`src/rtl/sptd_pkg.sv`:
```
`timescale 1ns / 1ps
package sptd_pkg;

  // image and palette limits
  localparam int MAX_WIDTH     = 512;
  localparam int MAX_HEIGHT    = 512;
  localparam int PALETTE_DEPTH = 256;

  // fixed field widths
  localparam int DIM_W     = 10;
  localparam int CFG_W     = 10;
  localparam int CFG_IDX_W = 2;
  localparam int PIX_W     = 18;
  localparam int COL_W     = 5;
  localparam int ROW_W     = 3;

  // derived widths
  localparam int PAL_AW  = $clog2(PALETTE_DEPTH);
  localparam int FILL_W  = $clog2(PALETTE_DEPTH + 1);
  localparam int WS_W    = $clog2(MAX_WIDTH + 1);
  localparam int HS_W    = $clog2(MAX_HEIGHT + 1);
  localparam int TX_W    = $clog2(MAX_WIDTH / 4 + 1);
  localparam int TY_W    = $clog2(MAX_HEIGHT / 8 + 1);
  localparam int X_W     = $clog2(MAX_WIDTH + 32);
  localparam int Y_W     = HS_W;
  localparam int PROD_W  = Y_W + WS_W + 1;

  // pixel queue
  localparam int FIFO_DEPTH = 8;
  localparam int FPTR_W     = $clog2(FIFO_DEPTH);
  localparam int FCNT_W     = $clog2(FIFO_DEPTH + 1);

  typedef enum logic [1:0] {
    FMT_ARGB1555,
    FMT_RGB655,
    FMT_ARGB4444,
    FMT_ARGB8888
  } color_fmt_t;

  localparam logic [1:0] LAYOUT_DIRECT = 2'd0;
  localparam logic [1:0] LAYOUT_PAL4   = 2'd1;
  localparam logic [1:0] LAYOUT_PAL8   = 2'd2;

  localparam logic [CFG_IDX_W-1:0] REG_COLOR_FORMAT = 2'd0;
  localparam logic [CFG_IDX_W-1:0] REG_LAYOUT_MODE  = 2'd1;
  localparam logic [CFG_IDX_W-1:0] REG_IMAGE_WIDTH  = 2'd2;
  localparam logic [CFG_IDX_W-1:0] REG_IMAGE_HEIGHT = 2'd3;

  localparam logic [DIM_W-1:0] RESET_DIM = DIM_W'(512);

  typedef struct packed {
    logic [PIX_W-1:0] index;
    logic [31:0]      rgba;   // {a, b, g, r}
    logic             last;
    logic             done;
  } pixel_t;

  typedef struct packed {
    logic   valid;
    pixel_t pix;
  } pix_push_t;

  // 8-bit index folded onto the palette depth
  typedef logic [255:0][PAL_AW-1:0] idx_tab_t;

  function automatic idx_tab_t make_idx_tab();
    idx_tab_t tab;
    for (int i = 0; i < 256; i++) begin
      tab[i] = PAL_AW'(i % PALETTE_DEPTH);
    end
    return tab;
  endfunction

  localparam idx_tab_t IDX_MOD_TAB = make_idx_tab();

  // 16-bit formats scaled by 8 (5-bit) or 17 (4-bit); 655 keeps only the low 5 red bits
  function automatic logic [31:0] expand_color(logic [1:0] fmt, logic [31:0] w);
    logic [7:0] r;
    logic [7:0] g;
    logic [7:0] b;
    logic [7:0] a;
    r = '0;
    g = '0;
    b = '0;
    a = '0;
    unique case (color_fmt_t'(fmt))
      FMT_ARGB1555: begin
        r = {w[4:0], 3'b000};
        g = {w[9:5], 3'b000};
        b = {w[14:10], 3'b000};
        a = w[15] ? 8'hFF : 8'h00;
      end
      FMT_RGB655: begin
        r = {w[4:0], 3'b000};
        g = {w[10:6], 3'b000};
        b = {w[15:11], 3'b000};
        a = 8'hFF;
      end
      FMT_ARGB4444: begin
        r = {w[3:0], w[3:0]};
        g = {w[7:4], w[7:4]};
        b = {w[11:8], w[11:8]};
        a = {w[15:12], w[15:12]};
      end
      FMT_ARGB8888: begin
        r = w[7:0];
        g = w[15:8];
        b = w[23:16];
        a = w[31:24];
      end
      default: begin
        r = w[7:0];
        g = w[15:8];
        b = w[23:16];
        a = w[31:24];
      end
    endcase
    return {a, b, g, r};
  endfunction

endpackage

```
`src/rtl/sptd_pix_fifo.sv`:
```
`timescale 1ns / 1ps
module sptd_pix_fifo (
  input  logic                      clk,
  input  logic                      rst,
  input  sptd_pkg::pix_push_t       push0,
  input  sptd_pkg::pix_push_t       push1,
  input  logic                      pop,
  output sptd_pkg::pixel_t          head,
  output logic [sptd_pkg::FCNT_W-1:0] count
);
  import sptd_pkg::*;

  pixel_t             mem [FIFO_DEPTH];
  logic [FPTR_W-1:0]  wr_ptr;
  logic [FPTR_W-1:0]  rd_ptr;
  logic [FCNT_W-1:0]  n_push;

  // push1 only rides along with push0
  assign n_push = FCNT_W'(push0.valid) + FCNT_W'(push1.valid);
  assign head   = mem[rd_ptr];

  always_ff @(posedge clk) begin
    if (push0.valid) begin
      mem[wr_ptr] <= push0.pix;
    end
    if (push1.valid) begin
      mem[wr_ptr + FPTR_W'(1)] <= push1.pix;
    end
  end

  always_ff @(posedge clk) begin
    if (rst) begin
      wr_ptr <= '0;
      rd_ptr <= '0;
      count  <= '0;
    end else begin
      wr_ptr <= wr_ptr + FPTR_W'(n_push);
      rd_ptr <= rd_ptr + FPTR_W'(pop);
      count  <= count + n_push - FCNT_W'(pop);
    end
  end

endmodule

```
`config.mk`:
```
export PLATFORM = sky130hd
export DESIGN_NAME = sptd_pix_fifo
export DESIGN_NICKNAME = d
export VERILOG_FILES = /design/src/rtl/sptd_pkg.sv /design/src/rtl/sptd_pix_fifo.sv
export SDC_FILE = /design/constraint.sdc
export NUM_CORES = 1
export LEC_CHECK = 0
export BUFFER_PORTS_ARGS = -buffer_cell sky130_fd_sc_hd__buf_2
export CAP_MARGIN = 20
export CORE_MARGIN = 2
export CORE_UTILIZATION = 40
export DETAILED_ROUTE_END_ITERATION = 10
export PLACE_DENSITY = 0.64
export SLEW_MARGIN = 10
export SYNTH_ARGS = -nofsm -noshare
export SYNTH_HDL_FRONTEND = slang
export SYNTH_SLANG_ARGS = --single-unit
```
`constraint.sdc`:
```
create_clock -name clk -period 8.8 [get_ports clk]
set_input_delay 0.44 -clock clk [delete_from_list [all_inputs] [get_ports clk]]
set_output_delay 0.44 -clock clk [all_outputs]
set_load 0.01 [all_outputs]
```
---- After elaboration in Yosys (flattened, before gate mapping) ----
Memories as Yosys holds them, arrays and structs flattened. A register that Yosys moved wholly into a read port is not among the register bits.
Index checks and enable logic that the tools add are counted.
W data, S select, Z words.
operators by class
  $add $sub $neg .......................... 6
  multiplexer cells ....................... 5
operator list
  operator               number
  $add A4 B2 Y4          1
  $mux W1                4
  $sub A4 B1 Y4          1
  $add A3 B1 Y3          1
  $add A3 B1 Y3 const B  1
  $add A3 B2 Y3          1
  $mux W3                1
  $add A1 B1 Y2          1
word-level totals
  flip-flop bits (word level) ............. 10
  RAM bits ................................ 416
  input bits .............................. 109
  output and inout port bits .............. 56
  word-level logic and storage cells ...... 15
  memories kept ........................... 1
memories
  name  words  bits a word  rd ports  clocked after memory_dff  wr ports  RTL line             RTL
  mem   8      52           1         1                         2         sptd_pix_fifo.sv:13  pixel_t mem [FIFO_DEPTH];

---- Longest topological paths before layout ----
  depth in word-level cells ............... 3
  depth in mapped cells ................... 8
  gate-level depth less buffers ........... 8

---- Least setup slack after synthesis ----
No wires, ideal clock.
  kind .................................... register -> register
  start point ............................. reg wr_ptr[2]
  end point ............................... mem mem[4][0] (netlist name), enable pin
  library setup time ...................... 0.542 ns
  arrival time ............................ 4.539 ns
  data required time ...................... 8.258 ns
  path slack .............................. 3.718 ns
  cell stages (with the launch flop) ...... 3
  path buffers ............................ 0
  period minus slack after synthesis ...... 5.082 ns
  cell sequence ........................... dfxtp_1 > nand2_1 > o32ai_1
RTL lines
  element                 RTL line             RTL
  start, declared         sptd_pix_fifo.sv:14  logic [FPTR_W-1:0] wr_ptr;
  start signal, assigned  sptd_pix_fifo.sv:37  wr_ptr <= wr_ptr + FPTR_W'(n_push);
  end, declared           sptd_pix_fifo.sv:13

==> impl_metrics.json <==
{
  "asyncSetResetFlopFracSynth": 0,
  "clock_tree_from_tritoncts": "yes",
  "antenna_found_initial": 4,
  "synth_area_per_cell_um2": 18.6,
  "syn2layout_area_growth_pct": 14.7,
  "final_worst_path_cycle_share": 0.422,
  "synth.cell_area_um2": 21100,
  "ctsResizeCount": 0,
  "cp-start-kind": "flip-flop",
  "ctsHtreeMaxLevel": 2,
  "synth-seq-cells": 426,
  "worst_hold_path_type": "input pin to flip-flop",
  "max_freq_mhz": 269,
  "floorplan.die.height_um": 234,
  "grt_first_pass_wirelength_um": 77300,
  "most_common_cell_after_layout_fill_and_taps_aside": "sky130_fd_sc_hd__mux2_2",
  "yosys.area.top_type": "sky130_fd_sc_hd__edfxtp_1",
  "grt_util_all_layers": 0.192,
  "place_hpwl_um": 29700,
  "initial_drc_count": 987,
  "grt-ovfl-total": 0,
  "critPathMaxStageDelay_ns": 0.72,
  "netlist_instances": 1137,
  "vias": 11300,
  "reg_to_reg_critical_path_startpoint": "wr_ptr[0]$_SDFF_PP0_",
  "outcome": "finished, final reports clean",
  "grt_max_degree": 55,
  "power_density_nw_per_um2": 225,
  "synth.top_cells.by_area": "sky130_fd_sc_hd__edfxtp_1 (59%), sky130_fd_sc_hd__mux2_2 (25%), sky130_fd_sc_hd__mux4_2 (11%), sky130_fd_sc_hd__buf_2 (1.2%), sky130_fd_sc_hd__dfxtp_1 (0.95%)",
  "max-slew-margin-rel": 0.243,
  "rows": 84,
  "drt_wl_total_um": 51700,
  "cap_violations": 0,
  "critPathLaunch": "wr_ptr[0]$_SDFF_PP0_",
  "fin_worst_skew_ns": 0.0251,
  "dieArea_um2": 54700,
  "drive_gt1_frac": 0.626,
  "hold_violations": 0,
  "cp.arrival_ns": 3.91,
  "synth-seq-area-share": 0.600,
  "regToRegSetupSlack_ns": 5.09,
  "setup.worst_path.end": "mem[5][22]$_DFFE_PP_",
  "finalSetupTns_ns": 0,
  "synthDominantCellAreaShare": 0.591,
  "final_nets": 1419,
  "cts_buffer_depth": 3,
  "layout_common_cells": "sky130_fd_sc_hd__mux2_2 (468), sky130_fd_sc_hd__edfxtp_1 (416), sky130_fd_sc_hd__buf_2 (164), sky130_fd_sc_hd__mux4_2 (104), sky130_fd_sc_hd__clkbuf_16 (48)",
  "cts.sink_count": 426,
  "clkLatencyLatePin_ns": 0.59,
  "reg2reg_depth": 5,
  "die_w_um": 234,
  "filler_cell_count": 4506,
  "crit_path_max_fanout": 53,
  "peakVddDrop_mv": 0.155,
  "post_cts.repair.setup_buffers": 0,
  "initial_core_util": 0.403,
  "cp_num_cells": 5,
  "transition_time_at_the_pin_with_the_least_slew_margin_ns": 1.14,
  "placeableCoreArea_um2": 52400,
  "buffer_ports.inserted": 164,
  "syn_nets": 1258,
  "synth_flop_cell": "sky130_fd_sc_hd__edfxtp_1",
  "finalMaxSlewViolations": 0,
  "path_buf_inv": 1,
  "path_delay_family": "buffers and inverters",
  "static-leakage-power_nw": 7.88,
  "number_of_enable_flip_flop_cells_after_synthesis": 416,
  "setup_repair_after_global_routing_missed_its_margin": "false",
  "worst_ep_required_time_ns": 9.00,
  "cts_buffers": 47,
  "cts.clk_slew.worst_paths_ns": 0.06,
  "hold_slack_ns": 0.158,
  "routed_wire_length_per_instance_um": 25.6,
  "cts_hold_buffers": 0,
  "crit_path_end_kind": "flip-flop",
  "post_drt_via_cell_ratio": 5.59,
  "setup-violations-final": 0,
  "total_i_o_pin_count": 165,
  "yosysWarnings": 0,
  "route.detailed.drc": 0,
  "cts-root-buf": "sky130_fd_sc_hd__clkbuf_16",
  "final_critical_period_ns": 3.71,
  "drt_first_pass_iters": 4,
  "antenna_violating_nets_post_route": 0,
  "r2r_end": "mem[5][22]$_DFFE_PP_",
  "yosys.cell_types.count": 30,
  "cp_cell_sequence": "ha_1, xor2_2, nand2_4, o21ai_4, buf_4",
  "gp_congestion": 0.722,
  "grt_pass1_vias": 12100,
  "crit_path_top_delay_cell": "sky130_fd_sc_hd__buf_4",
  "path_class": "flip-flop to flip-flop"
}
==> Yosys cell counts (all sizes together), types with 3 or more instances <==
| cell type | instances |
|---|---|
| buf | 53 |
| clkbuf | 19 |
| dfxtp | 10 |
| edfxtp | 416 |
| ha | 10 |
| inv | 10 |
| mux2 | 468 |
| mux4 | 104 |
| nand2 | 6 |
| nand3 | 3 |
| nor2 | 8 |
| nor2b | 5 |
| xnor2 | 4 |
==> routing by layer <==
| layer | wire length, um | vias to the layer above | global-route usage |
|---|---|---|---|
| li1 | - | 4995 | - |
| met1 | 21700 | 5953 | 0.252 |
| met2 | 26100 | 295 | 0.324 |
| met3 | 2720 | 70 | 0.0333 |
| met4 | 1190 | 0 | 0.0609 |
| met5 | 0 | - | 0 |
==> final cells by class <==
cell class	count	area [um2]	share of cell area
Antenna cell	3	7.51	0.000309
Timing Repair Buffer	184	1010	0.0417
Sequential cell	426	12700	0.524
Clock buffer	63	1260	0.0518
Multi-Input combinational cell	629	8230	0.339
Tap cell	688	861	0.0355
Clock inverter	19	149	0.00614
Inverter	10	37.5	0.00155
==> per-stage QoR <==
step / util / power (mW) / setup WS (ns) / instances / area [um2]
floorplan: - / 3.28 / 3.72 / 1137 / 21100
global placement: 0.435 / 3.63 / 5.13 / 1935 / 22800
detailed placement: 0.436 / 3.66 / 5.05 / 1937 / 22800
CTS: 0.462 / 5.52 / 4.98 / 2019 / 24300
global route: 0.463 / 5.67 / 4.87 / 2022 / 24300
finish: 0.463 / 5.45 / 5.09 / 2022 / 24300
==> sequential cells by signal, indices dropped and copies added, names as in the netlist <==
register and count:
mem 416, count 4, wr_ptr 3, rd_ptr 3
==> power by group <==
| part | switching [mW] | leakage [nW] | internal [mW] |
|---|---|---|---|
| sequential | 0.0736 | 3.90 | 2.50 |
| clock | 0.796 | 0.678 | 1.06 |
| combinational | 0.537 | 3.30 | 0.487 |
==> kinds of logic after synthesis <==
logic type               after synthesis  synth area share
adder cells (fa/ha/maj)               12           0.00781
flip-flops                           426             0.600
XOR/XNOR                               6           0.00320
multiplexers                         572             0.360
buffers and inverters                 82            0.0176
AND/OR/NAND/NOR                       28           0.00746
AO/OA/AOI/OAI                         11           0.00343
==> worst min path at each step <==
| stage | from | end | slack (ns) | depth (start not counted) |
|---|---|---|---|---|
| floorplan | rd_ptr[0]$_SDFF_PP0_ | rd_ptr[0]$_SDFF_PP0_ | 0.55 | 2 |
| global placement | count[0]$_SDFF_PP0_ | count[0]$_SDFF_PP0_ | 0.59 | 2 |
| detailed placement | count[0]$_SDFF_PP0_ | count[0]$_SDFF_PP0_ | 0.61 | 2 |
| CTS | rst | rd_ptr[0]$_SDFF_PP0_ | 0.13 | 2 |
| global route | rst | count[0]$_SDFF_PP0_ | 0.16 | 2 |
| finish | rst | rd_ptr[0]$_SDFF_PP0_ | 0.16 | 2 |
No activity file was read; power rests on OpenSTA's default activity.
